## src/sv/dwmd_pkg.sv

```systemverilog
// Shared types and constants for the dual wire message deframer.
// Holds the request classification record, codes and character constants.
// No dependencies.
package dwmd_pkg;

    localparam int PREFIX_LEN = 6;
    localparam int TAG_LEN    = 4;
    localparam int TGT_W      = 21;
    localparam int ACC_W      = 20;

    localparam logic [31:0] CMD_TAG       = "cmd=";
    localparam logic [7:0]  CH_NEWLINE    = 8'h0A;
    localparam logic [7:0]  CH_TAB        = 8'h09;
    localparam logic [7:0]  CH_CR         = 8'h0D;
    localparam logic [7:0]  CH_SPACE      = 8'h20;
    localparam logic [7:0]  CH_PLUS       = 8'h2B;
    localparam logic [7:0]  CH_MINUS      = 8'h2D;
    localparam logic [7:0]  CH_ZERO       = 8'h30;
    localparam logic [7:0]  CH_NINE       = 8'h39;
    localparam logic [15:0] MAX_LEN_RESET = 16'd1024;

    typedef enum logic [1:0] {
        VER_UNKNOWN,
        VER_NEWLINE,
        VER_LENGTH
    } t_version;

    typedef enum logic [1:0] {
        CAUSE_OPEN,
        CAUSE_DELIM,
        CAUSE_LIMIT,
        CAUSE_STREAM
    } t_cause;

    typedef enum logic [1:0] {
        PS_SKIP,
        PS_DIGITS,
        PS_STOP
    } t_parse;

    typedef struct packed {
        logic [7:0]         data;
        logic               stream_end;
        logic               is_blank;
        logic               is_sign;
        logic               is_minus;
        logic               is_digit;
        logic [3:0]         digit;
        logic               is_newline;
        logic [TAG_LEN-1:0] cmd_hit;
    } t_item;

endpackage

```

## src/sv/dwmd_front.sv

```systemverilog
// Front end: accepts stream requests and classifies each byte.
// Depends on dwmd_pkg; feeds dwmd_queue.
module dwmd_front (
    input  logic           i_valid,
    input  logic [7:0]     i_data_byte,
    input  logic           i_stream_end,
    input  logic           i_full,
    output logic           o_ready,
    output logic           o_push,
    output dwmd_pkg::t_item o_item
);
    import dwmd_pkg::*;

    always_comb begin
        o_ready = !i_full;
        o_push  = i_valid && !i_full;

        o_item.data       = i_data_byte;
        o_item.stream_end = i_stream_end;
        o_item.is_blank   = (i_data_byte == CH_SPACE) ||
                            (i_data_byte >= CH_TAB && i_data_byte <= CH_CR);
        o_item.is_sign    = (i_data_byte == CH_PLUS) || (i_data_byte == CH_MINUS);
        o_item.is_minus   = (i_data_byte == CH_MINUS);
        o_item.is_digit   = (i_data_byte >= CH_ZERO) && (i_data_byte <= CH_NINE);
        o_item.digit      = 4'(i_data_byte - CH_ZERO);
        o_item.is_newline = (i_data_byte == CH_NEWLINE);
        for (int k = 0; k < TAG_LEN; k++) begin
            o_item.cmd_hit[k] = (i_data_byte == CMD_TAG[31-8*k -: 8]);
        end
    end

endmodule

```

## src/sv/dwmd_queue.sv

```systemverilog
// Short request queue between the front and back ends.
// Depends on dwmd_pkg for the request record.
module dwmd_queue #(
    parameter int DEPTH = 2
) (
    input  logic            i_clk,
    input  logic            i_rst_n,
    input  logic            i_push,
    input  dwmd_pkg::t_item i_item,
    output logic            o_full,
    output logic            o_valid,
    output dwmd_pkg::t_item o_item,
    input  logic            i_pop
);
    import dwmd_pkg::*;

    localparam int PW = (DEPTH > 1) ? $clog2(DEPTH) : 1;
    localparam int CW = $clog2(DEPTH + 1);

    t_item          r_mem [DEPTH];
    logic [PW-1:0]  r_wr_ptr, r_rd_ptr, n_wr_ptr, n_rd_ptr;
    logic [CW-1:0]  r_count, n_count;

    always_comb begin
        o_full   = (r_count == CW'(DEPTH));
        o_valid  = (r_count != '0);
        o_item   = r_mem[r_rd_ptr];
        n_wr_ptr = r_wr_ptr;
        n_rd_ptr = r_rd_ptr;
        n_count  = r_count;
        if (i_push) begin
            n_wr_ptr = (r_wr_ptr == PW'(DEPTH - 1)) ? '0 : r_wr_ptr + 1'b1;
        end
        if (i_pop) begin
            n_rd_ptr = (r_rd_ptr == PW'(DEPTH - 1)) ? '0 : r_rd_ptr + 1'b1;
        end
        if (i_push && !i_pop) begin
            n_count = r_count + 1'b1;
        end else if (!i_push && i_pop) begin
            n_count = r_count - 1'b1;
        end
    end

    always_ff @(posedge i_clk) begin
        if (!i_rst_n) begin
            r_wr_ptr <= '0;
            r_rd_ptr <= '0;
            r_count  <= '0;
        end else begin
            r_wr_ptr <= n_wr_ptr;
            r_rd_ptr <= n_rd_ptr;
            r_count  <= n_count;
        end
    end

    always_ff @(posedge i_clk) begin
        if (i_push) begin
            r_mem[r_wr_ptr] <= i_item;
        end
    end

endmodule

```

## src/sv/dwmd_back.sv

```systemverilog
// Back end: framing state, length decode and the registered result stage.
// Depends on dwmd_pkg; takes classified requests from dwmd_queue.
module dwmd_back (
    input  logic            i_clk,
    input  logic            i_rst_n,
    input  logic            i_cfg_valid,
    input  logic [15:0]     i_max_len,
    input  logic            i_q_valid,
    input  dwmd_pkg::t_item i_q_item,
    output logic            o_pop,
    input  logic            i_ready,
    output logic            o_valid,
    output logic [7:0]      o_byte_out,
    output logic            o_byte_valid,
    output logic            o_last,
    output logic [1:0]      o_frame_version,
    output logic [1:0]      o_end_cause,
    output logic [15:0]     o_msg_length
);
    import dwmd_pkg::*;

    logic [15:0]       r_limit;
    logic [15:0]       r_count, n_count, cnt_inc;
    t_version          r_version, n_version;
    logic [TGT_W-1:0]  r_target, n_target, calc_target;
    logic [ACC_W-1:0]  r_acc, n_acc, acc_next;
    logic              r_neg, n_neg, r_cmd_ok, n_cmd_ok;
    t_parse            r_parse, n_parse;

    logic              r_out_valid, r_out_byte_valid, r_out_last;
    logic [7:0]        r_out_byte;
    t_version          r_out_version;
    t_cause            r_out_cause;
    logic [15:0]       r_out_len;

    logic              produce, at_six, len_hit, clear;
    t_cause            cause;
    t_version          res_version;
    logic [15:0]       res_len;
    logic [7:0]        res_byte;
    logic              res_byte_valid;
    logic [2:0]        idx;

    assign o_pop = i_q_valid && (!r_out_valid || i_ready);

    always_comb begin
        idx      = r_count[2:0];
        cnt_inc  = r_count + 16'd1;
        acc_next = {r_acc[ACC_W-4:0], 3'b000} + {r_acc[ACC_W-2:0], 1'b0}
                 + {{(ACC_W-4){1'b0}}, i_q_item.digit};
        n_parse  = r_parse;
        n_acc    = r_acc;
        n_neg    = r_neg;
        n_cmd_ok = r_cmd_ok;
        if (r_count < 16'(PREFIX_LEN)) begin
            if (r_count < 16'(TAG_LEN)) begin
                n_cmd_ok = r_cmd_ok && i_q_item.cmd_hit[idx[1:0]];
            end
            unique case (r_parse)
                PS_SKIP: begin
                    if (i_q_item.is_blank) begin
                        n_parse = PS_SKIP;
                    end else if (i_q_item.is_sign) begin
                        n_parse = PS_DIGITS;
                        n_neg   = i_q_item.is_minus;
                    end else if (i_q_item.is_digit) begin
                        n_parse = PS_DIGITS;
                        n_acc   = acc_next;
                    end else begin
                        n_parse = PS_STOP;
                    end
                end
                PS_DIGITS: begin
                    if (i_q_item.is_digit) begin
                        n_acc = acc_next;
                    end else begin
                        n_parse = PS_STOP;
                    end
                end
                PS_STOP: n_parse = PS_STOP;
                default: n_parse = PS_STOP;
            endcase
        end

        at_six      = (cnt_inc == 16'(PREFIX_LEN));
        calc_target = n_neg ? TGT_W'(PREFIX_LEN) - {1'b0, n_acc}
                            : {1'b0, n_acc} + TGT_W'(PREFIX_LEN);
        n_version   = r_version;
        n_target    = r_target;
        if (at_six) begin
            n_version = n_cmd_ok ? VER_NEWLINE : VER_LENGTH;
            n_target  = calc_target;
        end
        len_hit = at_six ? (n_acc == '0)
                         : ({{(TGT_W-16){1'b0}}, cnt_inc} == r_target);

        if (n_version == VER_NEWLINE && i_q_item.is_newline) begin
            cause = CAUSE_DELIM;
        end else if (n_version == VER_LENGTH && len_hit) begin
            cause = CAUSE_DELIM;
        end else if (cnt_inc >= r_limit) begin
            cause = CAUSE_LIMIT;
        end else begin
            cause = CAUSE_OPEN;
        end

        if (i_q_item.stream_end) begin
            produce        = (r_count != '0);
            clear          = 1'b1;
            res_byte       = '0;
            res_byte_valid = 1'b0;
            res_version    = r_version;
            res_len        = r_count;
            cause          = CAUSE_STREAM;
        end else begin
            produce        = 1'b1;
            clear          = (cause != CAUSE_OPEN);
            res_byte       = i_q_item.data;
            res_byte_valid = 1'b1;
            res_version    = n_version;
            res_len        = cnt_inc;
        end
        n_count = cnt_inc;
    end

    always_ff @(posedge i_clk) begin
        if (!i_rst_n) begin
            r_parse <= PS_SKIP;
        end else if (o_pop) begin
            r_parse <= clear ? PS_SKIP : n_parse;
        end
    end

    always_ff @(posedge i_clk) begin
        if (!i_rst_n) begin
            r_limit     <= MAX_LEN_RESET - 16'd1;
            r_count     <= '0;
            r_version   <= VER_UNKNOWN;
            r_target    <= '0;
            r_acc       <= '0;
            r_neg       <= 1'b0;
            r_cmd_ok    <= 1'b1;
            r_out_valid <= 1'b0;
        end else begin
            if (i_cfg_valid) begin
                r_limit <= (i_max_len < 16'd2) ? 16'd1 : i_max_len - 16'd1;
            end
            if (o_pop) begin
                if (clear) begin
                    r_count   <= '0;
                    r_version <= VER_UNKNOWN;
                    r_target  <= '0;
                    r_acc     <= '0;
                    r_neg     <= 1'b0;
                    r_cmd_ok  <= 1'b1;
                end else begin
                    r_count   <= n_count;
                    r_version <= n_version;
                    r_target  <= n_target;
                    r_acc     <= n_acc;
                    r_neg     <= n_neg;
                    r_cmd_ok  <= n_cmd_ok;
                end
            end
            if (o_pop && produce) begin
                r_out_valid <= 1'b1;
            end else if (i_ready) begin
                r_out_valid <= 1'b0;
            end
        end
    end

    always_ff @(posedge i_clk) begin
        if (o_pop && produce) begin
            r_out_byte       <= res_byte;
            r_out_byte_valid <= res_byte_valid;
            r_out_last       <= clear;
            r_out_version    <= res_version;
            r_out_cause      <= cause;
            r_out_len        <= res_len;
        end
    end

    assign o_valid         = r_out_valid;
    assign o_byte_out      = r_out_byte;
    assign o_byte_valid    = r_out_byte_valid;
    assign o_last          = r_out_last;
    assign o_frame_version = r_out_version;
    assign o_end_cause     = r_out_cause;
    assign o_msg_length    = r_out_len;

    a_open_not_last: assert property (@(posedge i_clk) disable iff (!i_rst_n)
        r_out_valid && !r_out_last |-> r_out_cause == CAUSE_OPEN)
        else $error("open result carries an end cause");

    a_stream_marker: assert property (@(posedge i_clk) disable iff (!i_rst_n)
        r_out_valid && !r_out_byte_valid |-> r_out_last && r_out_cause == CAUSE_STREAM)
        else $error("byteless result is not a stream end closure");

    a_len_nonzero: assert property (@(posedge i_clk) disable iff (!i_rst_n)
        r_out_valid |-> r_out_len != 16'd0)
        else $error("result with zero message length");

    a_version_known: assert property (@(posedge i_clk) disable iff (!i_rst_n)
        r_out_valid && r_out_version == VER_UNKNOWN |-> r_out_len < 16'(PREFIX_LEN))
        else $error("version still unknown past the prefix");

endmodule

```

## src/sv/dual_wire_message_deframer_top.sv

```systemverilog
// Top level of the dual wire message deframer.
// Instantiates dwmd_front, dwmd_queue and dwmd_back; uses dwmd_pkg.
//
// Takes one byte per cycle and returns one result per byte, back to back, while
// neither side stalls; a request flagged as stream end returns a closing result
// only when a message is open. Each request is classified as it is accepted,
// waits in a short queue, and is handled by the back end, whose framing state
// (count, version, decoded length) is the only loop; results leave through an
// output register.
// The configuration port is always ready and sets the message size limit.
module dual_wire_message_deframer_top #(
    parameter int QUEUE_DEPTH = 2
) (
    input  logic        i_clk,
    input  logic        i_rst_n,
    input  logic        i_valid,
    output logic        o_ready,
    input  logic [7:0]  i_data_byte,
    input  logic        i_stream_end,
    output logic        o_valid,
    input  logic        i_ready,
    output logic [7:0]  o_byte_out,
    output logic        o_byte_valid,
    output logic        o_last,
    output logic [1:0]  o_frame_version,
    output logic [1:0]  o_end_cause,
    output logic [15:0] o_msg_length,
    input  logic        i_cfg_valid,
    output logic        o_cfg_ready,
    input  logic [15:0] i_max_len
);
    import dwmd_pkg::*;

    t_item front_item, q_item;
    logic  push, q_full, q_valid, pop;

    assign o_cfg_ready = 1'b1;

    dwmd_front u_front (
        .i_valid      (i_valid),
        .i_data_byte  (i_data_byte),
        .i_stream_end (i_stream_end),
        .i_full       (q_full),
        .o_ready      (o_ready),
        .o_push       (push),
        .o_item       (front_item)
    );

    dwmd_queue #(
        .DEPTH (QUEUE_DEPTH)
    ) u_queue (
        .i_clk   (i_clk),
        .i_rst_n (i_rst_n),
        .i_push  (push),
        .i_item  (front_item),
        .o_full  (q_full),
        .o_valid (q_valid),
        .o_item  (q_item),
        .i_pop   (pop)
    );

    dwmd_back u_back (
        .i_clk           (i_clk),
        .i_rst_n         (i_rst_n),
        .i_cfg_valid     (i_cfg_valid),
        .i_max_len       (i_max_len),
        .i_q_valid       (q_valid),
        .i_q_item        (q_item),
        .o_pop           (pop),
        .i_ready         (i_ready),
        .o_valid         (o_valid),
        .o_byte_out      (o_byte_out),
        .o_byte_valid    (o_byte_valid),
        .o_last          (o_last),
        .o_frame_version (o_frame_version),
        .o_end_cause     (o_end_cause),
        .o_msg_length    (o_msg_length)
    );

endmodule

```

## config.mk

```make
export PLATFORM = sky130hd
export DESIGN_NAME = dual_wire_message_deframer_top
export DESIGN_NICKNAME = d
export VERILOG_FILES = /design/src/sv/dwmd_pkg.sv /design/src/sv/dwmd_front.sv /design/src/sv/dwmd_queue.sv /design/src/sv/dwmd_back.sv /design/src/sv/dual_wire_message_deframer_top.sv
export SDC_FILE = /design/constraint.sdc
export NUM_CORES = 1
export LEC_CHECK = 0
export ABC_AREA = 1
export BUFFER_PORTS_ARGS = -buffer_cell sky130_fd_sc_hd__buf_4
export CORE_ASPECT_RATIO = 0.75
export CORE_MARGIN = 2
export CORE_UTILIZATION = 25
export CTS_CLUSTER_DIAMETER = 100
export CTS_CLUSTER_SIZE = 16
export DETAILED_ROUTE_END_ITERATION = 12
export HOLD_SLACK_MARGIN = 0.1
export MAX_ROUTING_LAYER = met4
export SYNTH_ARGS = -nofsm -noshare
export SYNTH_HDL_FRONTEND = slang
export SYNTH_HIERARCHICAL = 1
export SYNTH_SLANG_ARGS = --single-unit
```

## constraint.sdc

```tcl
create_clock -name i_clk -period 3.69 [get_ports i_clk]
set_input_delay 0.738 -clock i_clk [delete_from_list [all_inputs] [get_ports i_clk]]
set_output_delay 0.738 -clock i_clk [all_outputs]
set_load 0.01 [all_outputs]
```

=== Yosys cells after proc, flatten, opt, wreduce, memory -nomap -nowiden ===
Memories as Yosys holds them, arrays and structs flattened. A register that Yosys moved wholly into a read port is not among the register bits.
Cells that the tools add are included.

* Register bits after elaboration: 114
* Latch bits: 0
* Memory bits (writable): 44
* Memory bits (read-only): 0
* Input port bits: 30
* Output and inout port bits: 33
* Word-level logic and storage cells: 132
* Memories kept: 1

* Add/sub/neg operators: 11
* Multipliers: 0
* Div/mod/pow operators: 0
* $lt $le $gt $ge: 9
* Equal/unequal tests: 15
* Shift operators: 0
* Muxes and demuxes: 50
* Bitwise operators: 0
* Reduce and logical (&&, ||, !) cells: 28

{| class="wikitable"
|+ Memories
! memory !! depth !! width !! rd ports !! clocked after Yosys merged registers in !! wr ports !! line !! RTL
|-
| u_queue.r_mem || 2 || 22 || 1 || 1 || 1 || dwmd_queue.sv:20 || <nowiki>t_item r_mem [DEPTH];</nowiki>
|}

{| class="wikitable"
|+ Operator list
! cell !! number
|-
| $mux W20 || 5
|-
| $mux W21 || 3
|-
| $mux W16 || 3
|-
| $pmux W20 S2 || 1
|-
| $eq A8 B6 Y1 const B || 4
|-
| $lt A16 B3 Y1 const B || 2
|-
| $mux W2 || 15
|-
| $eq A8 B7 Y1 const B || 3
|-
| $add A20 B3 Y21 const B || 1
|-
| $eq A16 B21 Y1 || 1
|-
| $mux W1 || 21
|-
| $sub A3 B20 Y21 const A || 1
|-
| $add A20 B20 Y20 || 1
|-
| $add A20 B4 Y20 || 1
|-
| $logic_not A20 Y1 || 1
|-
| $add A16 B1 Y16 const B || 1
|-
| $eq A16 B3 Y1 const B || 1
|-
| $ge A16 B16 Y1 || 1
|-
| $lt A16 B2 Y1 const B || 1
|-
| $reduce_bool A16 Y1 || 1
|-
| $sub A16 B1 Y16 const B || 1
|-
| $reduce_bool A2 Y1 || 6
|-
| $logic_and A1 B1 Y1 || 10
|-
| $eq A8 B4 Y1 const B || 1
|-
| other kinds (19) || 27
|}

=== Longest topological paths before layout ===
Gate-level depths: netlist (run 1).

* Depth in word-level cells: 16
* Mapped depth: 29
* Depth with buffers taken out: 27

=== Cells and area by module ===
Netlist (run 1), hierarchy kept.

{| class="wikitable"
|+ Modules (own cells, without submodules)
! module !! instances !! cells each !! area each (um^2)
|-
| dwmd_back || 1 || 1320 || 8622.0
|-
| dwmd_queue || 1 || 103 || 1819.2
|-
| dwmd_front || 1 || 60 || 291.5
|-
| dual_wire_message_deframer_top || 1 || 2 || 11.3
|}

=== Worst setup path after synthesis (run 1) ===
OpenSTA, ideal clock, no wires.

* Path kind: reg2reg
* Start point: reg with a tool-made name
* End point: reg u_back.r_acc[6]
* Data arrival time: 3849 ps
* Data required time: 3562 ps
* Path slack: -287 ps
* Cell stages (with the launch flop): 26
* Buffers on the path: 2
* Period minus slack after synthesis: 3977 ps
* Cells stage by stage: dfxtp_1 -> buf_6 -> mux2_2 -> fa_1 -> fa_1 -> nand3_1 -> nand3_1 -> nand2_1 -> nand2_1 -> nand2_1 -> nand3_1 -> nand2_1 -> o21ai_1 -> inv_1 -> nand2_1 -> nor2_1 -> nand3_1 -> nor2_1 -> nand3_1 -> nand2_2 -> nand2_1 -> nand4_4 -> nor2_8 -> buf_4 -> a22oi_1 -> nor2_1

{| class="wikitable"
|+ RTL lines
! what !! line !! RTL
|-
| end signal, assigned || dwmd_back.sv:160 || <nowiki>r_acc <= n_acc;</nowiki>
|-
| end, declared || dwmd_back.sv:26 || <nowiki>logic [ACC_W-1:0] r_acc, n_acc, acc_next;</nowiki>
|}

==> flow_metrics.tcl, run 1 <==
set metrics [dict create \
    hold_path.class "register to register" \
    max_slew_margin 0.2888 \
    synth_seq_cells 159 \
    setup_ws_ns -0.1480 \
    stdcell_area_mm2 0.01416 \
    die_area_mm2 0.04467 \
    dp.cells 2174 \
    port_buffers 61 \
    synth_edf_count 74 \
    gp_congestion 0.9204 \
    core_mm2 0.04221 \
    grt.overflow.total 0 \
    grt_setup_unrepaired "true" \
    p_sw_mw 4.344 \
    start_util 0.2545 \
    numCtsBuffers 17 \
    wl_per_cell_um 14.78 \
    final_common_cell "nand2_1" \
    hold_buffers 0 \
    drt_iter0_drc 899 \
    dr.pass1.iters 6 \
    seqPwrFrac 0.255 \
    nNetsFinal 1751 \
    num_rows 65 \
    synth_area_mm2 0.01074 \
    yosysSeqAreaShare 0.3652 \
    viasPerCell 4.688 \
    grt_pass1_wl_mm 51.70 \
    die_w_um 243.4 \
    wl_mm 33.12 \
    final.setup_skew_ns 0.01512 \
    vias 10500 \
    drv_slew 0 \
    vdd_drop_max_uv 745.6 \
    ys.flop_type "dfxtp_1" \
    mappedNetlistNets 1577 \
    yosysWarnings 6 \
    violations "setup timing" \
    placed_cell_area_mm2 0.01255 \
    drive_gt1_frac 0.2675 \
    post-route-period-util 1.040 \
    syn_avg_cell_area_um2 7.235 \
    clk_pin_slew_ns 0.06 \
    max_freq_ghz 0.2606 \
    leakage_nw 6.409 \
    tightest_slew_ns 1.066 \
    cp-end-kind "register" \
    dieHeight_um 183.5 \
    antenna_found_initial 0 \
    fin_crit_ns 3.838 \
    hold_viol 0 \
    crit_arrival_ns 4.14 \
    route.detailed.drc 0 \
    netSwitchingFraction 0.4434 \
    path_max_fanout 5 \
    start_kind "register" \
    syn2layout_area_growth_pct 31.78 \
    antenna_left 0 \
    synthArstFlopShare 0 \
    stdcell_count 2240 \
    cts_root_buf "clkbuf_16" \
    pre_cts_ws_ns -0.3716 \
    cp.required_ns 3.99 \
    synth_cell_types 54 \
    fin_util 0.3354 \
    cts_tree "built" \
    dp_hpwl_mm 23.95 \
    layout_common_cells "nand2_1, inv_1, buf_4, nor2_1, dfxtp_1" \
    cts_sinks 159 \
    power_density_mw_per_mm2 692.1 \
    drv_cap 0 \
    internal_power_mw 5.454 \
    grt_use_total 0.1489 \
    clk_latency_ns 0.44 \
    n_antenna_cell 0 \
    cts_htree_levels 4 \
    clockBufferDepth 2 \
    syn-instance-count 1485 \
    fill_cells 4401 \
    grt_max_degree 50 \
    combPwrFrac 0.578 \
    setup_violations 60 \
    io_pins 63 \
    crit_type "register to register" \
    status "finished, violations left" \
    p_clk_frac 0.168 \
    grt_pass1_vias 9946 \
]
[critical path, stage by stage (launching register included)]
cell,delay (ns)
dfxtp_4,0.38
mux2_4,0.32
fa_2,0.47
ha_4,0.30
nand2_2,0.05
nor2_2,0.11
nand3_2,0.11
buf_6,0.14
nand4_1,0.10
nand3_1,0.10
a21oi_2,0.23
nand2_2,0.11
nor2_4,0.11
nand3_2,0.09
nor2_2,0.11
nand3_2,0.08
nand2_2,0.09
nand2_2,0.07
nand4_4,0.15
buf_12,0.15
nor2_4,0.05
buf_6,0.18
a22oi_2,0.14
nor2_1,0.06
[area by class of cell]
| class | instances | area [µm²] | area share |
|---|---|---|---|
| clock inverter | 14 | 107.6 | 0.007600 |
| tap | 569 | 711.9 | 0.05028 |
| sequential | 159 | 3930 | 0.2776 |
| clock buffer | 17 | 425.4 | 0.03005 |
| inverter | 213 | 805.8 | 0.05691 |
| timing repair buffer | 206 | 1723 | 0.1217 |
| multi-input combinational | 1062 | 6455 | 0.4559 |
[power by group through the flow]
stage / combinational [mW] / sequential [mW] / clock, mW
5_1_grt: 6.17 / 2.54 / 1.75
6_report: 5.66 / 2.50 / 1.64
2_1_floorplan: 2.80 / 2.54 / 0
4_1_cts: 5.15 / 2.49 / 1.67
3_5_place_dp: 4.60 / 2.52 / 0
3_3_place_gp: 4.55 / 2.51 / 0
[layer usage]
metal,share of wire,GRT usage,up-vias
met2,0.42,0.2181,297
met3,0.076,0.03853,27
met1,0.49,0.2063,4952
met5,0,-,-
li1,-,-,5224
met4,0.0089,0.02871,0
[timing repair]
item | 4_1_cts | 5_1_grt
endpoints found under the setup margin | 65 | 66
setup buffers | 15 | 15
pin swaps | 24 | 68
resized for setup | 78 | 108
cloned | 6 | 1
endpoints found under the hold margin | 0 | 0
[logic make-up after synthesis]
logic type      synth area share
compound gates            0.1040
xor+xnor                 0.03086
fa+ha+maj                0.07360
buf+inv                   0.1031
flops                     0.3652
mux                      0.02306
other cells            0.0003490
simple gates              0.2999
[synth_stat cells (all sizes together), types with 29 or more instances]
library cell | count | area, µm²
a21oi | 57 | 296.5
dfxtp | 85 | 1702
xor2 | 29 | 261.5
nor2 | 192 | 762.0
nand2 | 372 | 1401
edfxtp | 74 | 2222
o21ai | 67 | 335.3
ha | 60 | 750.7
inv | 210 | 788.3
nand3 | 106 | 535.5
nand4 | 43 | 284.0
a22oi | 36 | 270.3
[state kept, by name, indices dropped and copies added, names as in the netlist, named ones only]
signal                  flops
u_queue/r_mem              44
u_queue/r_wr_ptr            1
u_back/o_frame_version      2
u_back/o_byte_valid         1
u_back/o_msg_length        16
u_back/o_valid              1
u_back/r_parse              2
u_back/r_target            21
u_queue/r_count             2
u_back/r_cmd_ok             1
u_back/r_count             16
u_back/o_end_cause          2
u_back/r_neg                1
u_back/o_last               1
u_queue/r_rd_ptr            1
u_back/r_limit             16
u_back/o_byte_out           8
u_back/r_acc               20
u_back/r_version            2
[worst paths after layout]
kind	start	end	depth (start not counted)	slack, ns
hold reg to reg	u_back/r_limit[15]$_SDFFE_PN0P_	u_back/r_limit[15]$_SDFFE_PN0P_	2	0.46
setup / recovery	register	u_back/r_acc[8]$_SDFFE_PN0P_	23	-0.15
hold / removal	u_back/r_limit[15]$_SDFFE_PN0P_	u_back/r_limit[15]$_SDFFE_PN0P_	2	0.46
setup reg to reg	register	u_back/r_acc[8]$_SDFFE_PN0P_	23	-0.15
[metrics by stage]
stage               power, mW  TNS (ns)  hold WS, ns
detailed placement      7.118    -17.36       0.4582
global route            10.46    -17.08       0.4807
floorplan               5.333         0       0.4391
CTS                     9.307    -9.777       0.4681
finish                  9.799    -5.376       0.4649
global placement        7.060    -16.20       0.4514
(Power assumes the default switching activity.)
==> run 2, diff against run 1 <==
BUFFER_PORTS_ARGS = unset   (was -buffer_cell sky130_fd_sc_hd__buf_4)
DONT_BUFFER_PORTS = 1   (was unset)
==> flow_metrics.tcl, run 2 (same netlist as run 1, synthesis figures left out) <==
set metrics [dict create \
    fin_crit_ns 3.804 \
    crit_type "register to register" \
    hold_path.class "primary input to register" \
    largestRegisters "u_queue/r_mem x44, u_back/r_target x21, u_back/r_acc x20" \
    power_density_mw_per_mm2 717.6 \
    dp_hpwl_mm 23.47 \
    pre_cts_ws_ns -0.3952 \
    dieHeight_um 183.5 \
    crit_family "simple AND/OR/NAND/NOR gates" \
    critPathBufInv 3 \
    dr.pass1.iters 5 \
    io_pins 63 \
    clk_latency_ns 0.44 \
    routed.top_layer "met4" \
    grt_max_degree 47 \
    crit_end "u_back/r_target[7]$_SDFFE_PN0P_" \
    layout_common_cells "nand2_1, inv_1, nor2_1, buf_4, nand3_1" \
    fin_util 0.3150 \
    min_from "i_data_byte[7]" \
    start_kind "register" \
    violations "setup timing" \
    drv_cap 0 \
    cp-end-kind "register" \
    start_util 0.2545 \
    max_freq_ghz 0.2629 \
    drive_gt1_frac 0.1944 \
    vias 10280 \
    final_common_cell "nand2_1" \
    wl_met2_mm 13.71 \
    syn2layout_area_growth_pct 23.73 \
    grt_pass1_wl_mm 50.85 \
    n_antenna_cell 0 \
    gp_congestion 0.9333 \
    setup_violations 51 \
    num_rows 65 \
    path_cells "mux2_4, fa_2, fa_2, nand3_2, nand3_4, nand2_2, nand2_2, nand3b_1, nand2_1, nand2_1, nand3_2, a21oi_2, nand3_1, nor2_2, nand3_2, nand2_2, nand2_2, nand4_4, buf_6, o21bai_4, inv_2, buf_6, nor2_1, nor2_1" \
    path_max_fanout 6 \
    cts_tree "built" \
    critical_path_depth 24 \
    wl_per_cell_um 14.88 \
    nNetsFinal 1679 \
    cp.required_ns 4.05 \
    leakage_nw 6.050 \
    power_mw 9.540 \
    vdd_drop_max_uv 452.6 \
    grt_pass1_vias 9610 \
    cpPeakStageDelay_ns 0.46 \
    largest_reg_flops 44 \
    grt_use_total 0.1455 \
    setup_ws_ns -0.1144 \
    crit_arrival_ns 4.16 \
    viasPerCell 4.741 \
    grt_setup_unrepaired "true" \
    crit_top_cell "nand2_2" \
    core_mm2 0.04221 \
    wl_met1_mm 15.90 \
    port_buffers 0 \
    reg2reg_depth 24 \
    drv_slew 0 \
    clk_pin_slew_ns 0.08 \
    hold_viol 0 \
    cp_slowest_cell "fa_2" \
    ff2ff_setup_slack_ns -0.11 \
    wl_mm 32.27 \
    die_area_mm2 0.04467 \
    drt_iter0_drc 989 \
    grt.overflow.total 0 \
    r2r_end "u_back/r_target[7]$_SDFFE_PN0P_" \
    numCtsBuffers 17 \
    post-route-period-util 1.031 \
    final.setup_skew_ns 0.01884 \
    die_w_um 243.4 \
    clockBufferDepth 2 \
    tightest_slew_ns 0.9876 \
    route.detailed.drc 0 \
    max_slew_margin 0.3409 \
    antenna_found_initial 0 \
    wl_met3_mm 2.409 \
    cts_sinks 159 \
    status "finished, violations left" \
    antenna_left 0 \
    regMostFlops "u_queue/r_mem" \
    cts_htree_levels 4 \
    cts_root_buf "clkbuf_16" \
]
## run 2: cell type report
cell class,instances,area [µm²]
Inverter,213,799.5
Fill cell,4439,28920
Multi-Input combinational cell,1061,6143
Sequential cell,159,3928
Clock buffer,17,425.4
Tap cell,569,711.9
Timing Repair Buffer,135,1094
Clock inverter,15,192.7
## run 2: what timing repair did
item / 4_1_cts / 5_1_grt
resized for setup: 62 / 49
buffers inserted: 21 / 6
setup endpoints to repair: 64 / 66
gates cloned: 4 / 0
pin swaps: 34 / 29
hold buffers: 0 / 0
## run 2: worst register-to-register path, delay by kind of cell, from the launching register on
kind / cells / cell delay (ns)
flops: 1 / 0.36
buf+inv: 3 / 0.37
fa+ha+maj: 2 / 0.88
compound gates: 2 / 0.26
mux: 1 / 0.31
simple gates: 16 / 1.55
## run 2: per-layer routing
metal | track usage | up-vias
met2 | 0.2126 | 330
met5 | - | -
met3 | 0.03226 | 18
met4 | 0.02724 | 0
met1 | 0.2057 | 4873
li1 | - | 5063
## run 2: worst min path at each step
stage,endpoint,slack (ns),cells past startpoint
3_5_place_dp,u_back/r_limit[7]$_SDFFE_PN1P_,0.46,1
3_3_place_gp,u_back/r_cmd_ok$_SDFFE_PN1P_,0.45,2
5_1_grt,u_queue/r_mem[1][20]$_DFFE_PP_,0.36,0
2_1_floorplan,u_back/r_limit[7]$_SDFFE_PN1P_,0.44,1
6_report,u_queue/r_mem[1][21]$_DFFE_PP_,0.39,0
4_1_cts,u_queue/r_mem[1][21]$_DFFE_PP_,0.38,0
## run 2: per-stage QoR
step | hold WS (ns) | instances | TNS, ns | area, µm²
finish | 0.3867 | 2169 | -2.389 | 13290
global route | 0.3650 | 2169 | -16.91 | 13290
CTS | 0.3772 | 2163 | -2.574 | 13070
detailed placement | 0.4563 | 2106 | -17.75 | 12010
global placement | 0.4518 | 2106 | -13.52 | 12010
floorplan | 0.4391 | 1485 | 0 | 10790
## run 2: power breakdown
part / total [mW] / switching [mW] / internal (mW) / leakage [nW]
logic: 5.09 / 3.05 / 2.04 / 4.35
registers: 2.58 / 0.293 / 2.29 / 1.40
clock network: 1.87 / 0.884 / 0.982 / 0.300
total: 9.54 / 4.23 / 5.31 / 6.05
==> run 3, diff against run 2 <==
TNS_END_PERCENT = 30   (was unset)
==> flow_metrics.tcl, run 3 (same netlist as run 1, synthesis figures left out) <==
set metrics [dict create \
    start_util 0.2545 \
    grt_max_degree 47 \
    grt_pass1_wl_mm 50.76 \
    path_max_fanout 6 \
    dp_hpwl_mm 23.47 \
    cpPeakStageDelay_ns 0.46 \
    crit_arrival_ns 4.15 \
    antenna_left 0 \
    drv_slew 0 \
    tightest_slew_ns 0.9782 \
    cts_sinks 159 \
    cp.required_ns 4.05 \
    crit_top_cell "nand2_2" \
    wl_per_cell_um 14.81 \
    largestRegisters "u_queue/r_mem x44, u_back/r_target x21, u_back/r_acc x20" \
    drive_gt1_frac 0.1872 \
    wl_mm 32.08 \
    grt_pass1_vias 9576 \
    drv_cap 0 \
    path_cells "mux2_4, fa_2, fa_2, nand3_2, nand3_4, nand2_2, nand2_2, nand3b_1, nand2_1, nand2_1, nand3_2, a21oi_2, nand3_1, nor2_2, nand3_2, nand2_2, nand2_2, nand4_4, buf_6, o21bai_4, inv_2, buf_6, nor2_1, nor2_1" \
    grt.overflow.total 0 \
    leakage_nw 6.002 \
    grt_use_total 0.1453 \
    die_area_mm2 0.04467 \
    dieHeight_um 183.5 \
    max_freq_ghz 0.2640 \
    syn2layout_area_growth_pct 23.02 \
    cts_root_buf "clkbuf_16" \
    setup_violations 41 \
    clk_latency_ns 0.44 \
    vias 10220 \
    num_rows 65 \
    clk_pin_slew_ns 0.08 \
    cts_tree "built" \
    hold_viol 0 \
    die_w_um 243.4 \
    drt_iter0_drc 1030 \
    n_antenna_cell 0 \
    power_density_mw_per_mm2 716.6 \
    max_slew_margin 0.3472 \
    gp_congestion 0.9333 \
    fin_crit_ns 3.787 \
    reg2reg_depth 24 \
    post-route-period-util 1.026 \
    final_common_cell "nand2_1" \
    setup_ws_ns -0.09723 \
    status "finished, violations left" \
    vdd_drop_max_uv 448.2 \
    power_mw 9.471 \
    port_buffers 0 \
    core_mm2 0.04221 \
    cp-end-kind "register" \
    layout_common_cells "nand2_1, inv_1, nor2_1, buf_4, nand3_1" \
    hold_path.class "primary input to register" \
    route.detailed.drc 0 \
    violations "setup timing" \
    dr.pass1.iters 6 \
    regMostFlops "u_queue/r_mem" \
    viasPerCell 4.720 \
    cts_htree_levels 4 \
    crit_type "register to register" \
    cp_slowest_cell "fa_2" \
    io_pins 63 \
    largest_reg_flops 44 \
    final.setup_skew_ns 0.01767 \
    hold_buffers 0 \
    fin_tns_setup_ns -1.935 \
    nNetsFinal 1676 \
    clockBufferDepth 2 \
    grt_setup_unrepaired "true" \
    hold_depth 0 \
    numCtsBuffers 17 \
    start_kind "register" \
    antenna_found_initial 0 \
]
==> run 3: cell types whose count changed in the layout (fill, tap and decap cells not counted), sizes merged <==
| cell | delta |
|---|---|
| buf | -3 |
==> run 3: routing by layer <==
metal | part of all wire | routed length (µm) | track usage | vias to the layer above
met4 | 0.0058 | 186 | 0.02699 | 0
met2 | 0.43 | 13700 | 0.2117 | 308
met3 | 0.072 | 2323 | 0.03051 | 14
li1 | - | - | - | 5072
met5 | 0 | 0 | - | -
met1 | 0.49 | 15870 | 0.2069 | 4829
==> run 3: path summary, 6_finish.rpt <==
check                                    endpoint                       startpoint  slack, ns
hold reg to reg   u_back/r_limit[10]$_SDFFE_PN0P_  u_back/r_limit[10]$_SDFFE_PN0P_       0.47
setup reg to reg  u_back/r_target[7]$_SDFFE_PN0P_                         register       -0.1
hold / removal     u_queue/r_mem[1][21]$_DFFE_PP_                   i_data_byte[7]       0.39
setup / recovery  u_back/r_target[7]$_SDFFE_PN0P_                         register       -0.1
==> run 3: worst max-delay path, delay by kind of cell, from the launching register on <==
| kind | cells | cell delay [ns] |
|---|---|---|
| AND/OR/NAND/NOR | 16 | 1.53 |
| adder cells (fa/ha/maj) | 2 | 0.88 |
| buffers and inverters | 3 | 0.37 |
| flip-flops | 1 | 0.36 |
| multiplexers | 1 | 0.31 |
| AO/OA/AOI/OAI | 2 | 0.26 |
==> run 3: metrics by stage <==
stage	setup slack, ns	cell area (µm²)	util	cells	hold WS [ns]
6_report	-0.09723	13220	0.3131	2166	0.3875
3_5_place_dp	-0.3952	12010	0.2845	2106	0.4563
3_3_place_gp	-0.3378	12010	0.2845	2106	0.4518
2_1_floorplan	0.004418	10790	-	1485	0.4391
5_1_grt	-0.3549	13220	0.3131	2166	0.3650
4_1_cts	-0.09083	13030	0.3087	2160	0.3772
==> run 3: repair_timing <==
item / CTS / global route
setup endpoints to repair: 64 / 66
gates resized for setup: 58 / 38
pin swaps: 34 / 28
cloned: 4 / 0
setup buffers: 18 / 6
==> run 3: final cells by class <==
| type | instances | area (µm²) |
|---|---|---|
| clock buffer | 17 | 425.4 |
| tap | 569 | 711.9 |
| fill | 4458 | 28990 |
| sequential | 159 | 3925 |
| clock inverter | 15 | 192.7 |
| multi-input combinational | 1061 | 6096 |
| inverter | 213 | 799.5 |
| timing repair buffer | 132 | 1067 |
==> run 3: power by group <==
part / internal (mW) / switching (mW)
clock: 0.982 / 0.881
combinational: 2.01 / 3.02
sequential: 2.29 / 0.292
